===== config.mk =====
export PLATFORM = sky130hd
export DESIGN_NAME = round_robin_thread_slot_scheduler_core
export DESIGN_NICKNAME = d
export VERILOG_FILES = /design/src/sv/rrts_pkg.sv /design/src/sv/round_robin_thread_slot_scheduler_core.sv /design/src/sv/rrts_ctrl.sv /design/src/sv/rrts_dpath.sv
export SDC_FILE = /design/constraint.sdc
export NUM_CORES = 2
export LEC_CHECK = 0
export BUFFER_PORTS_ARGS = -buffer_cell sky130_fd_sc_hd__buf_4
export CAP_MARGIN = 20
export CELL_PAD_IN_SITES_DETAIL_PLACEMENT = 1
export CELL_PAD_IN_SITES_GLOBAL_PLACEMENT = 2
export CORE_MARGIN = 3
export CORE_UTILIZATION = 50
export CTS_BUF_LIST = sky130_fd_sc_hd__clkbuf_4
export CTS_CLUSTER_DIAMETER = 40
export DETAILED_ROUTE_END_ITERATION = 8
export HOLD_SLACK_MARGIN = 0.15
export PLACE_DENSITY = 0.93
export SKIP_LAST_GASP = 1
export SLEW_MARGIN = 20
export SYNTH_ARGS = -nofsm -noshare
export SYNTH_HDL_FRONTEND = slang
export SYNTH_SLANG_ARGS = --single-unit

===== constraint.sdc =====
create_clock -name i_clk -period 10.97 [get_ports i_clk]
set_input_delay 0.5485 -clock i_clk [delete_from_list [all_inputs] [get_ports i_clk]]
set_output_delay 0.5485 -clock i_clk [all_outputs]
set_load 0.1 [all_outputs]

===== src/sv/rrts_pkg.sv =====
// ============================================================================
// rrts_pkg
// Shared types and constants of the round robin thread slot scheduler: the
// item and result structs, event and slot state codes, and the
// controller-to-datapath command and status structs.
// ============================================================================
package rrts_pkg;

    localparam int SLOTS_DEFAULT = 16;

    localparam logic [2:0] ACT_CREATE = 3'd0;
    localparam logic [2:0] ACT_YIELD  = 3'd1;
    localparam logic [2:0] ACT_WAKE   = 3'd2;
    localparam logic [2:0] ACT_EXIT   = 3'd3;
    localparam logic [2:0] ACT_FIND   = 3'd4;

    localparam logic [2:0] ST_FREE      = 3'd0;
    localparam logic [2:0] ST_READY     = 3'd1;
    localparam logic [2:0] ST_RUNNING   = 3'd2;
    localparam logic [2:0] ST_WAITING   = 3'd3;
    localparam logic [2:0] ST_SUSPENDED = 3'd4;
    localparam logic [2:0] ST_EXITED    = 3'd5;

    localparam logic [31:0] ACTIVE_EXIT_CODE  = 32'd259;
    localparam logic [31:0] STACK_GAP         = 32'h0000_1000;
    localparam logic [31:0] SP_OFFSET         = 32'h0000_0100;
    localparam logic [31:0] ID_RESET          = 32'h0000_1000;
    localparam logic [31:0] HANDLE_RESET      = 32'h0000_7100;
    localparam logic [31:0] BASE_ADDR_RESET   = 32'h3000_0000;
    localparam logic [28:0] STACK_BYTES_RESET = 29'd1048576;

    typedef struct packed {
        logic [2:0]  action;
        logic        start_suspended;
        logic [2:0]  block_state;
        logic [31:0] wait_on;
        logic [31:0] target_handle;
        logic [31:0] exit_value;
    } t_in_item;

    typedef struct packed {
        logic        ok;
        logic [3:0]  slot;
        logic [31:0] thread_handle;
        logic [31:0] thread_id;
        logic [31:0] base_addr;
        logic [31:0] initial_sp;
        logic [2:0]  slot_state;
        logic [31:0] slot_exit_code;
        logic        current_valid;
        logic [3:0]  current_slot;
        logic [31:0] current_id;
        logic [31:0] created_count;
    } t_out_item;

    typedef struct packed {
        logic latch;
        logic setup;
        logic scan;
        logic finish;
    } t_dp_cmd;

    typedef struct packed {
        logic scan_last;
        logic out_free;
    } t_dp_stat;

endpackage


===== src/sv/round_robin_thread_slot_scheduler_core.sv =====
// ============================================================================
// round_robin_thread_slot_scheduler_core
// Thread slot table with create, yield, wake, exit and find events and
// round robin selection of the next ready slot.
// ============================================================================
// Usage: an event is presented on i_in_data with i_in_valid and is taken when
// o_in_stall is low. The block works on one event at a time and holds
// o_in_stall high until that event is committed. Every event scans all slots
// once, one slot per cycle through the registered read of the slot memories,
// before the next event can be taken. The result is loaded into an output
// register when the event is committed and is shown with o_out_valid until a
// transfer with i_out_stall low. While a result waits the next event may
// already be taken; it is committed only once the output register is free,
// so a stalling receiver holds the block in that event's final step. The user
// must write the stack size register through i_cfg_we and i_cfg_data only
// while no event is in progress; the block itself does not enforce this.
// Reset marks every slot free, clears the current thread and restores the
// id, handle and stack base counters; the block can take an event as soon
// as reset is released.
// ============================================================================
module round_robin_thread_slot_scheduler_core #(
    parameter int SLOTS = rrts_pkg::SLOTS_DEFAULT
) (
    input  logic                i_clk,
    input  logic                i_rst_n,
    input  logic                i_in_valid,
    output logic                o_in_stall,
    input  rrts_pkg::t_in_item  i_in_data,
    input  logic                i_cfg_we,
    input  logic [28:0]         i_cfg_data,
    output logic                o_out_valid,
    input  logic                i_out_stall,
    output rrts_pkg::t_out_item o_out_data
);

    rrts_pkg::t_dp_cmd  w_cmd;
    rrts_pkg::t_dp_stat w_stat;

    rrts_ctrl u_ctrl (
        .i_clk      (i_clk),
        .i_rst_n    (i_rst_n),
        .i_in_valid (i_in_valid),
        .o_in_stall (o_in_stall),
        .o_cmd      (w_cmd),
        .i_stat     (w_stat)
    );

    rrts_dpath #(
        .SLOTS (SLOTS)
    ) u_dpath (
        .i_clk       (i_clk),
        .i_rst_n     (i_rst_n),
        .i_in_data   (i_in_data),
        .i_cfg_we    (i_cfg_we),
        .i_cfg_data  (i_cfg_data),
        .i_cmd       (w_cmd),
        .o_stat      (w_stat),
        .o_out_valid (o_out_valid),
        .i_out_stall (i_out_stall),
        .o_out_data  (o_out_data)
    );

endmodule


===== src/sv/rrts_ctrl.sv =====
// ============================================================================
// rrts_ctrl
// Sequencer of the scheduler: accepts one event, runs the setup step, the
// slot scan and its drain step, then commits the event and loads the result.
// ============================================================================
module rrts_ctrl (
    input  logic               i_clk,
    input  logic               i_rst_n,
    input  logic               i_in_valid,
    output logic               o_in_stall,
    output rrts_pkg::t_dp_cmd  o_cmd,
    input  rrts_pkg::t_dp_stat i_stat
);

    typedef enum logic [2:0] {
        S_IDLE,
        S_SETUP,
        S_SCAN,
        S_DRAIN,
        S_FINISH
    } t_state;

    t_state r_state;
    t_state n_state;

    always_ff @(posedge i_clk) begin
        if (!i_rst_n) begin
            r_state <= S_IDLE;
        end else begin
            r_state <= n_state;
        end
    end

    always_comb begin
        n_state    = r_state;
        o_cmd      = '0;
        o_in_stall = 1'b1;
        case (r_state)
            S_IDLE: begin
                o_in_stall = 1'b0;
                if (i_in_valid) begin
                    o_cmd.latch = 1'b1;
                    n_state     = S_SETUP;
                end
            end
            S_SETUP: begin
                o_cmd.setup = 1'b1;
                n_state     = S_SCAN;
            end
            S_SCAN: begin
                o_cmd.scan = 1'b1;
                if (i_stat.scan_last) begin
                    n_state = S_DRAIN;
                end
            end
            S_DRAIN: begin
                n_state = S_FINISH;
            end
            S_FINISH: begin
                if (i_stat.out_free) begin
                    o_cmd.finish = 1'b1;
                    n_state      = S_IDLE;
                end
            end
            default: begin
                n_state = S_IDLE;
            end
        endcase
    end

endmodule


===== src/sv/rrts_dpath.sv =====
// ============================================================================
// rrts_dpath
// Datapath of the scheduler: slot state flops, the per-slot id, handle,
// wait handle and exit code memories, the scan pipeline, the allocation
// counters and the result register.
// ============================================================================
module rrts_dpath #(
    parameter int SLOTS = rrts_pkg::SLOTS_DEFAULT
) (
    input  logic                i_clk,
    input  logic                i_rst_n,
    input  rrts_pkg::t_in_item  i_in_data,
    input  logic                i_cfg_we,
    input  logic [28:0]         i_cfg_data,
    input  rrts_pkg::t_dp_cmd   i_cmd,
    output rrts_pkg::t_dp_stat  o_stat,
    output logic                o_out_valid,
    input  logic                i_out_stall,
    output rrts_pkg::t_out_item o_out_data
);

    localparam int IW = $clog2(SLOTS);
    localparam logic [IW-1:0] LAST = IW'(SLOTS - 1);

    rrts_pkg::t_in_item  r_item;
    logic [28:0]         r_stack_bytes;
    logic [2:0]          r_state [SLOTS];

    logic [31:0]         m_id   [SLOTS];
    logic [31:0]         m_hnd  [SLOTS];
    logic [31:0]         m_wait [SLOTS];
    logic [31:0]         m_exit [SLOTS];

    logic                r_run_valid;
    logic [IW-1:0]       r_run_slot;
    logic [31:0]         r_cur_id;
    logic [31:0]         r_next_id;
    logic [31:0]         r_next_hnd;
    logic [31:0]         r_next_base;
    logic [31:0]         r_creations;

    logic [IW-1:0]       r_idx;
    logic [IW-1:0]       r_cnt;
    logic [IW-1:0]       r_idx_q;
    logic                r_chk;
    logic                r_pick_en;
    logic [31:0]         r_rd_id;
    logic [31:0]         r_rd_hnd;
    logic [31:0]         r_rd_wait;
    logic [31:0]         r_rd_exit;

    logic                r_found;
    logic [IW-1:0]       r_found_idx;
    logic [31:0]         r_f_id;
    logic [31:0]         r_f_hnd;
    logic [2:0]          r_f_state;
    logic [31:0]         r_f_exit;

    logic                r_out_valid;
    rrts_pkg::t_out_item r_out;

    logic [IW-1:0]       w_idx_inc;
    logic [IW-1:0]       w_run_inc;
    logic [2:0]          w_clip;
    logic [2:0]          w_s;
    logic                w_hit;
    logic                w_wake;
    logic [31:0]         w_sp;
    logic [31:0]         w_base_next;
    logic                w_is_create;
    logic                w_is_yield;
    logic                w_is_exit;
    logic                w_create_we;
    logic                w_exit_we;
    logic [IW-1:0]       w_exit_addr;
    logic [31:0]         w_exit_data;
    logic                w_wait_we;

    rrts_pkg::t_out_item n_out;
    logic                n_run_valid;
    logic [IW-1:0]       n_run_slot;
    logic [31:0]         n_cur_id;
    logic [31:0]         n_creations;

    assign w_idx_inc   = (r_idx == LAST) ? '0 : r_idx + IW'(1);
    assign w_run_inc   = (r_run_slot == LAST) ? '0 : r_run_slot + IW'(1);
    assign w_clip      = (r_item.block_state > rrts_pkg::ST_EXITED) ?
                         rrts_pkg::ST_EXITED : r_item.block_state;
    assign w_sp        = r_next_base + 32'(r_stack_bytes) - rrts_pkg::SP_OFFSET;
    assign w_base_next = r_next_base + 32'(r_stack_bytes) + rrts_pkg::STACK_GAP;
    assign w_is_create = (r_item.action == rrts_pkg::ACT_CREATE);
    assign w_is_yield  = (r_item.action == rrts_pkg::ACT_YIELD);
    assign w_is_exit   = (r_item.action == rrts_pkg::ACT_EXIT);

    assign w_s = r_state[r_idx_q];

    always_comb begin
        w_hit = 1'b0;
        case (r_item.action)
            rrts_pkg::ACT_CREATE: w_hit = (w_s == rrts_pkg::ST_FREE);
            rrts_pkg::ACT_YIELD,
            rrts_pkg::ACT_EXIT:   w_hit = r_pick_en && (w_s == rrts_pkg::ST_READY);
            rrts_pkg::ACT_FIND:   w_hit = (w_s != rrts_pkg::ST_FREE) &&
                                          (r_rd_hnd == r_item.target_handle);
            default:              w_hit = 1'b0;
        endcase
    end

    assign w_wake = r_chk && (r_item.action == rrts_pkg::ACT_WAKE) &&
                    (w_s == rrts_pkg::ST_WAITING) &&
                    (r_rd_wait == r_item.target_handle);

    assign w_create_we = i_cmd.finish && w_is_create && r_found;
    assign w_wait_we   = i_cmd.setup && w_is_yield && r_run_valid;
    assign w_exit_we   = w_create_we || (i_cmd.setup && w_is_exit && r_run_valid);
    assign w_exit_addr = w_create_we ? r_found_idx : r_run_slot;
    assign w_exit_data = w_create_we ? rrts_pkg::ACTIVE_EXIT_CODE : r_item.exit_value;

    always_comb begin
        n_out       = '0;
        n_run_valid = r_run_valid;
        n_run_slot  = r_run_slot;
        n_cur_id    = r_cur_id;
        n_creations = r_creations;
        case (r_item.action)
            rrts_pkg::ACT_CREATE: begin
                if (r_found) begin
                    n_out.ok            = 1'b1;
                    n_out.slot          = 4'(r_found_idx);
                    n_out.thread_handle = r_next_hnd;
                    n_out.thread_id     = r_next_id;
                    n_out.base_addr     = r_next_base;
                    n_out.initial_sp    = w_sp;
                    n_creations         = r_creations + 32'd1;
                end
            end
            rrts_pkg::ACT_YIELD,
            rrts_pkg::ACT_EXIT: begin
                if (r_found) begin
                    n_out.ok    = w_is_yield;
                    n_run_valid = 1'b1;
                    n_run_slot  = r_found_idx;
                    n_cur_id    = r_f_id;
                end
            end
            rrts_pkg::ACT_FIND: begin
                if (r_found) begin
                    n_out.ok             = 1'b1;
                    n_out.slot           = 4'(r_found_idx);
                    n_out.thread_handle  = r_f_hnd;
                    n_out.thread_id      = r_f_id;
                    n_out.slot_state     = r_f_state;
                    n_out.slot_exit_code = r_f_exit;
                end
            end
            default: begin
            end
        endcase
        n_out.current_valid = n_run_valid;
        n_out.current_slot  = n_run_valid ? 4'(n_run_slot) : 4'd0;
        n_out.current_id    = n_run_valid ? n_cur_id : 32'd0;
        n_out.created_count = n_creations;
    end

    always_ff @(posedge i_clk) begin
        if (!i_rst_n) begin
            r_stack_bytes <= rrts_pkg::STACK_BYTES_RESET;
            for (int k = 0; k < SLOTS; k++) begin
                r_state[k] <= rrts_pkg::ST_FREE;
            end
            r_run_valid <= 1'b0;
            r_run_slot  <= '0;
            r_next_id   <= rrts_pkg::ID_RESET;
            r_next_hnd  <= rrts_pkg::HANDLE_RESET;
            r_next_base <= rrts_pkg::BASE_ADDR_RESET;
            r_creations <= '0;
            r_idx       <= '0;
            r_cnt       <= '0;
            r_chk       <= 1'b0;
            r_pick_en   <= 1'b0;
            r_found     <= 1'b0;
            r_out_valid <= 1'b0;
        end else begin
            if (i_cfg_we) begin
                r_stack_bytes <= i_cfg_data;
            end

            r_chk <= i_cmd.scan;
            if (i_cmd.scan) begin
                r_idx <= w_idx_inc;
                r_cnt <= r_cnt + IW'(1);
            end

            if (i_cmd.setup) begin
                r_found   <= 1'b0;
                r_cnt     <= '0;
                r_idx     <= '0;
                r_pick_en <= 1'b0;
                if (w_is_yield) begin
                    r_pick_en <= 1'b1;
                    if (r_run_valid) begin
                        r_state[r_run_slot] <= w_clip;
                        r_idx               <= w_run_inc;
                    end
                end else if (w_is_exit && r_run_valid) begin
                    r_pick_en           <= 1'b1;
                    r_state[r_run_slot] <= rrts_pkg::ST_EXITED;
                    r_run_valid         <= 1'b0;
                    r_run_slot          <= '0;
                end
            end

            if (r_chk && w_hit && !r_found) begin
                r_found <= 1'b1;
            end
            if (w_wake) begin
                r_state[r_idx_q] <= rrts_pkg::ST_READY;
            end

            if (r_out_valid && !i_out_stall) begin
                r_out_valid <= 1'b0;
            end

            if (i_cmd.finish) begin
                r_out_valid <= 1'b1;
                r_run_valid <= n_run_valid;
                r_run_slot  <= n_run_slot;
                r_creations <= n_creations;
                if (w_create_we) begin
                    r_state[r_found_idx] <= r_item.start_suspended ?
                                            rrts_pkg::ST_SUSPENDED : rrts_pkg::ST_READY;
                    r_next_id   <= r_next_id + 32'd1;
                    r_next_hnd  <= r_next_hnd + 32'd1;
                    r_next_base <= w_base_next;
                end else if ((w_is_yield || w_is_exit) && r_found) begin
                    r_state[r_found_idx] <= rrts_pkg::ST_RUNNING;
                end else if (w_is_yield && r_run_valid) begin
                    r_state[r_run_slot] <= rrts_pkg::ST_RUNNING;
                end
            end
        end
    end

    always_ff @(posedge i_clk) begin
        if (i_cmd.latch) begin
            r_item <= i_in_data;
        end
        if (i_cmd.scan) begin
            r_idx_q <= r_idx;
        end
        if (r_chk && w_hit && !r_found) begin
            r_found_idx <= r_idx_q;
            r_f_id      <= r_rd_id;
            r_f_hnd     <= r_rd_hnd;
            r_f_state   <= w_s;
            r_f_exit    <= r_rd_exit;
        end
        if (i_cmd.finish) begin
            r_cur_id <= n_cur_id;
            r_out    <= n_out;
        end
    end

    always_ff @(posedge i_clk) begin
        if (w_create_we) begin
            m_id[r_found_idx]  <= r_next_id;
            m_hnd[r_found_idx] <= r_next_hnd;
        end
        if (w_exit_we) begin
            m_exit[w_exit_addr] <= w_exit_data;
        end
        if (w_wait_we) begin
            m_wait[r_run_slot] <= r_item.wait_on;
        end
        r_rd_id   <= m_id[r_idx];
        r_rd_hnd  <= m_hnd[r_idx];
        r_rd_wait <= m_wait[r_idx];
        r_rd_exit <= m_exit[r_idx];
    end

    assign o_stat.scan_last = (r_cnt == LAST);
    assign o_stat.out_free  = !r_out_valid || !i_out_stall;
    assign o_out_valid      = r_out_valid;
    assign o_out_data       = r_out;

`ifndef NO_ASSERTIONS
    a_run_slot_running: assert property (@(posedge i_clk) disable iff (!i_rst_n)
        i_cmd.latch && r_run_valid |-> r_state[r_run_slot] == rrts_pkg::ST_RUNNING)
        else $error("current slot is not in the running state between events");

    a_found_in_scan: assert property (@(posedge i_clk) disable iff (!i_rst_n)
        $rose(r_found) |-> $past(r_chk))
        else $error("match flag set outside the scan pipeline");

    a_create_count: assert property (@(posedge i_clk) disable iff (!i_rst_n)
        i_cmd.finish && w_is_create && r_found |=>
        r_creations == $past(r_creations) + 32'd1)
        else $error("creation counter did not advance on a successful create");

    a_load_when_free: assert property (@(posedge i_clk) disable iff (!i_rst_n)
        i_cmd.finish |-> (!r_out_valid || !i_out_stall))
        else $error("result register loaded while holding an untaken result");
`endif

endmodule


* After elaboration in Yosys (flattened, before gate mapping)
Memories as Yosys holds them, arrays and structs flattened. A register that Yosys moved wholly into a read port is not among the register bits.
Index checks and enable logic that the tools add are counted.
** Operators by class
- $add $sub $neg :: 9
- $lt $le $gt $ge :: 1
- Equality and inequality tests :: 19
- Multiplexer cells :: 95
- Bitwise logic cells :: 4
- Reductions and logical operators :: 42
** Operator list (number)
- 32-bit two-way mux :: 5
- 68-bit one-hot mux with 2 select lines :: 1
- 133-bit two-way mux :: 1
- 32-bit by 1-bit adder with 32-bit output (second input constant) :: 3
- 69-bit two-way mux :: 1
- 4-bit two-way mux :: 17
- 32-bit == test :: 2
- 1-bit two-way mux :: 56
- 3-bit two-way mux :: 11
- 32-bit by 13-bit adder with 32-bit output (second input constant) :: 1
- 32-bit by 29-bit adder with 32-bit output :: 1
- 32-bit by 9-bit subtractor with 32-bit output (second input constant) :: 1
- 1-bit logical AND :: 17
- 3-bit by 2-bit == test with 1-bit output (second input constant) :: 5
- 3-bit one-hot mux with 5 select lines :: 1
- 4-bit by 1-bit adder with 4-bit output (second input constant) :: 3
- 4-bit == test (second input constant) :: 3
- 2-bit nonzero test :: 5
- 3-bit by 1-bit == test with 1-bit output (second input constant) :: 3
- 3-bit zero test :: 3
- 3-bit OR reduction :: 3
- 3-bit == test (second input constant) :: 2
- 2-bit by 1-bit inequality test with 1-bit output (second input constant) :: 3
- 1-bit one-hot mux with 3 select lines :: 2
- 10 further kinds :: 20
** Storage, ports and cells
- Register bits :: 656
- Memory bits (writable) :: 2096
- Logic and storage cells :: 214
- Memories :: 5
** Memories
- u_dpath.m_exit :: words 16, width 32, rd ports 1, clocked after memory_dff 1, write ports 1, RTL line rrts_dpath.sv:32 : logic [31:0] m_exit [SLOTS];
- u_dpath.m_hnd :: words 16, width 32, rd ports 1, clocked after memory_dff 1, write ports 1, RTL line rrts_dpath.sv:30 : logic [31:0] m_hnd [SLOTS];
- u_dpath.m_id :: words 16, width 32, rd ports 1, clocked after memory_dff 1, write ports 1, RTL line rrts_dpath.sv:29 : logic [31:0] m_id [SLOTS];
- u_dpath.m_wait :: words 16, width 32, rd ports 1, clocked after memory_dff 1, write ports 1, RTL line rrts_dpath.sv:31 : logic [31:0] m_wait [SLOTS];
- u_dpath.r_state :: words 16, width 3, rd ports 1, clocked after memory_dff 1, write ports 16, RTL line rrts_dpath.sv:27 : logic [2:0] r_state [SLOTS];

* Longest topological paths before layout
- Depth in word-level cells :: 15
- Depth in mapped cells :: 14
- Depth with buffers taken out :: 14

* Hierarchy
A second synthesis with hierarchy kept.
** Second synthesis, totals
- Cells, all modules :: 5673
- Area, all modules :: 110478.5 um2
** Modules (own cells, without submodules)
- rrts_dpath :: instances 1, cells an instance 5656, area an instance 110304.5 um2
- rrts_ctrl :: instances 1, cells an instance 17, area an instance 173.9 um2

* Worst setup path after synthesis
OpenSTA, ideal clock, no wires.
- Path kind :: flip-flop to flip-flop
- Start :: reg u_dpath.r_out_valid, in the netlist u_dpath.o_out_valid
- End :: reg u_dpath.r_creations[19]
- Arrival :: 9.588 ns
- Required time :: 10.855 ns
- Path slack :: 1.267 ns
- Cell stages (with the launch flop) :: 8
- Path through :: dfxtp_1 nand2_1 nand2b_1 inv_2 clkbuf_1 nand3_1 xnor2_1 and2_1
** RTL lines
- from (decl) :: RTL line rrts_dpath.sv:59 : logic r_out_valid;
- from (signal assigned) :: RTL line rrts_dpath.sv:182 : r_out_valid <= 1'b0;
- from (signal assigned) :: RTL line rrts_dpath.sv:221 : r_out_valid <= 1'b0;
- from (signal assigned) :: RTL line rrts_dpath.sv:225 : r_out_valid <= 1'b1;
- to (signal assigned) :: RTL line rrts_dpath.sv:228 : r_creations <= n_creations;
- to (decl) :: RTL line rrts_dpath.sv:40 : logic [31:0] r_creations;

==> metrics.txt <==
Final Core Density 59.2%; syn_nets 5688; clock-pin slew on the worst setup and hold paths 60 ps; outcome finished clean; DRC Markers 0; aggregate global-route resource usage 33.0%; Final ANT Viol Nets 0; worst-margin pin slew 1300 ps; hold slack 324 ps; R2R cell count 11; number of synthesized flops with an enable pin 2575; worst path arrival time 7320 ps; TritonCTS clock tree yes; first-pass GRT wire length 530000 µm; DRT iter0 DRCs 12100; final setup TNS 0 ps; Post-CTS Setup Bufs 0; H-tree Lvls 6; Max Cap Viol 0; Initial Utilization 50.4%; routed len/inst 37.8 µm; routed vias 67400; Die Ht 475 µm; synthesized area 110000 µm²; number of CTS-inserted buffers 714; top cells by count, synth edfxtp_1 (2575), mux4_2 (655), nor2_1 (380); Req. time, crit path 12040 ps; initial antenna violation count 32; RSZ-0062 raised after global routing false; worst-path fanout max 103; I/O pin cnt 376; Synth area leaders edfxtp_1 (70%), mux4_2 (13%), dfxtp_1 (5.6%); fin crit share 57.0%; GPL Wtd Cong 0.849; fraction of layout cells with a size suffix above 1 33.2%; Placed Cells 8571; drt first pass iters 6; largest area contributor in the netlist edfxtp_1; gr ovfl total 0; Synth top area share 70.4%; final std cells w/o fill 10200; Synth cell types 83; CTS root buffer clkbuf_4; P&R area growth vs syn 17.4%; die span in x 475 µm; leak pwr 45.2 nW; synth warn 0; Final Max Tran Viols 0; DIE AREA 225000 µm²; hold depth 4; pin count of the biggest net entering global routing 170; vias in the first global route 69600; Worst slew margin 13.6%; total wire length 385000 µm; Core Box Area 218000 µm²; worst-skew pair later-pin latency 1540 ps; sequential area share after synthesis 76.0%; worst hold path type in2reg; VDD IR max 0.000141 V; count of input and output buffers 375; r2r setup slk 4720 ps; Cells after Synth 5508; Via density 6.61; Rows 171; fin crit period 6250 ps; # nets final 6936; Hold Vio Cnt, Final 0; clock skew 228 ps; fraction of registers with async set or reset after synthesis 0%; Mean Syn Cell Area 19.9 µm²; Crit Path Category reg2reg; top-count cell post-synth edfxtp_1; clk buf depth 4; fmax 0.160 GHz; Total Power 0.0234 W; Sink Count 2884; Critical Path Source Type register; most used flip-flop cell after synthesis edfxtp_1; #FFs+latches synth 2884; Worst Setup End Kind register; Cell Pwr Density 182 nW/µm²; DP HPWL 174000 µm; final setup fails 0
[logic make-up (layout without fill, tap and decap cells)]
group	count (synthesis)	in the layout	share of synthesized area, %
AO/OA/AOI/OAI	289	289	1.65
XOR/XNOR	219	219	1.75
adder cells (fa/ha/maj)	43	43	0.497
buffers and inverters	291	2097	1.01
flip-flops	2884	2884	76.0
multiplexers	788	788	14.7
other	0	23	0
AND/OR/NAND/NOR	994	994	4.37
[what timing repair did]
| action | in CTS | in global routing |
|---|---|---|
| endpoints found under the setup margin | 0 | 0 |
| hold buffers | 300 | 0 |
| endpoints found under the hold margin | 264 | 0 |
| resized for setup | 0 | 0 |
[power breakdown]
part / switching (W) / internal, W
clock: 0.00540 / 0.00462
combinational: 0.000718 / 0.000532
sequential: 0.000171 / 0.0120
total: 0.00629 / 0.0172
[final cells by class]
class / instances / area (µm²)
inverter: 35 / 151
clock inverter: 180 / 817
clock buffer: 1094 / 8210
multi-input combinational: 2333 / 25600
tap: 2854 / 3570
timing repair buffer: 788 / 7040
fill: 19100 / 88800
antenna: 23 / 57.6
sequential: 2884 / 83500
[per-layer routing]
layer  up-vias  part of all wire, %  global-route usage [%]  routed length [µm]
met3      1608                   12                    7.85               46200
met4        24                  7.5                    19.4               28800
li1      25000                    -                       -                   -
met2      6629                   48                    52.9              183000
met5         -                0.046                  0.0216                 178
met1     34100                   33                    41.3              127000
[through the flow]
| step | cell area (µm²) | setup slack, ps |
|---|---|---|
| after floorplan | 110000 | 1270 |
| after detailed placement | 116000 | 5320 |
| after global placement | 116000 | 5600 |
| after global routing | 129000 | 4520 |
| final | 129000 | 4720 |
| after CTS | 128000 | 4950 |
[cells in the final DEF (no fill, tap or decap), drive strengths merged, types with 16 or more instances in the layout]
master       netlist  routed
dlygate4sd3        0     300
nand3             69      69
a21oi            117     117
o21ai             63      63
mux4             655     655
diode              0      23
and2              94      94
xor2             134     134
mux2i             98      98
nand2            187     187
mux2              35      35
inv               33      50
xnor2             85      85
ha                42      42
nor2             381     381
buf               58     488
nand4             31      31
dfxtp            309     309
a31oi             16      16
or3               36      36
nor4              21      21
nor2b             34      34
a211oi            18      18
clkbuf           198    1094
and3              65      65
clkinv             2     155
nor3              24      24
edfxtp          2575    2575
[worst max-delay path: stages, from the launching register on]
cell and delay, ps:
dfxtp_1 430, or3b_1 470, nand2b_1 520, inv_8 710
buf_4 850, nand2_1 370, nor4_1 750, or3_1 250
a21oi_2 90, a311oi_1 800, nand2_1 340, nand2_1 310
[registers in the layout, indices dropped and copies added (netlist names), 29 cells and up, named ones only]
| name | cells |
|---|---|
| u_dpath.r_creations | 32 |
| u_dpath.r_cur_id | 32 |
| u_dpath.r_f_hnd | 32 |
| u_dpath.r_rd_hnd | 32 |
| u_dpath.r_next_hnd | 32 |
| u_dpath.r_state | 48 |
| u_dpath.r_next_id | 32 |
| u_dpath.r_rd_wait | 32 |
| u_dpath.r_f_id | 32 |
| u_dpath.r_rd_exit | 32 |
| u_dpath.m_exit | 512 |
| u_dpath.r_next_base | 32 |
| u_dpath.r_f_exit | 32 |
| u_dpath.m_wait | 512 |
| u_dpath.m_hnd | 512 |
| u_dpath.m_id | 512 |
| u_dpath.r_stack_bytes | 29 |
| u_dpath.o_out_data | 237 |
| u_dpath.r_item | 103 |
| u_dpath.r_rd_id | 32 |
[worst paths after layout]
check | start | to
worst max-delay path | u_ctrl.r_state[2]$_SDFFE_PN0P_ | u_dpath.r_state[8][0]$_SDFFCE_PN0P_
worst min-delay path | i_cfg_we | u_dpath.r_stack_bytes[15]$_SDFFE_PN0P_
worst max register to register | u_ctrl.r_state[2]$_SDFFE_PN0P_ | u_dpath.r_state[8][0]$_SDFFCE_PN0P_
worst min register to register | u_dpath.r_rd_exit[3]$_DFF_P_ | u_dpath.r_f_exit[3]$_DFFE_PP_
Power figures use the tool's default switching activity.
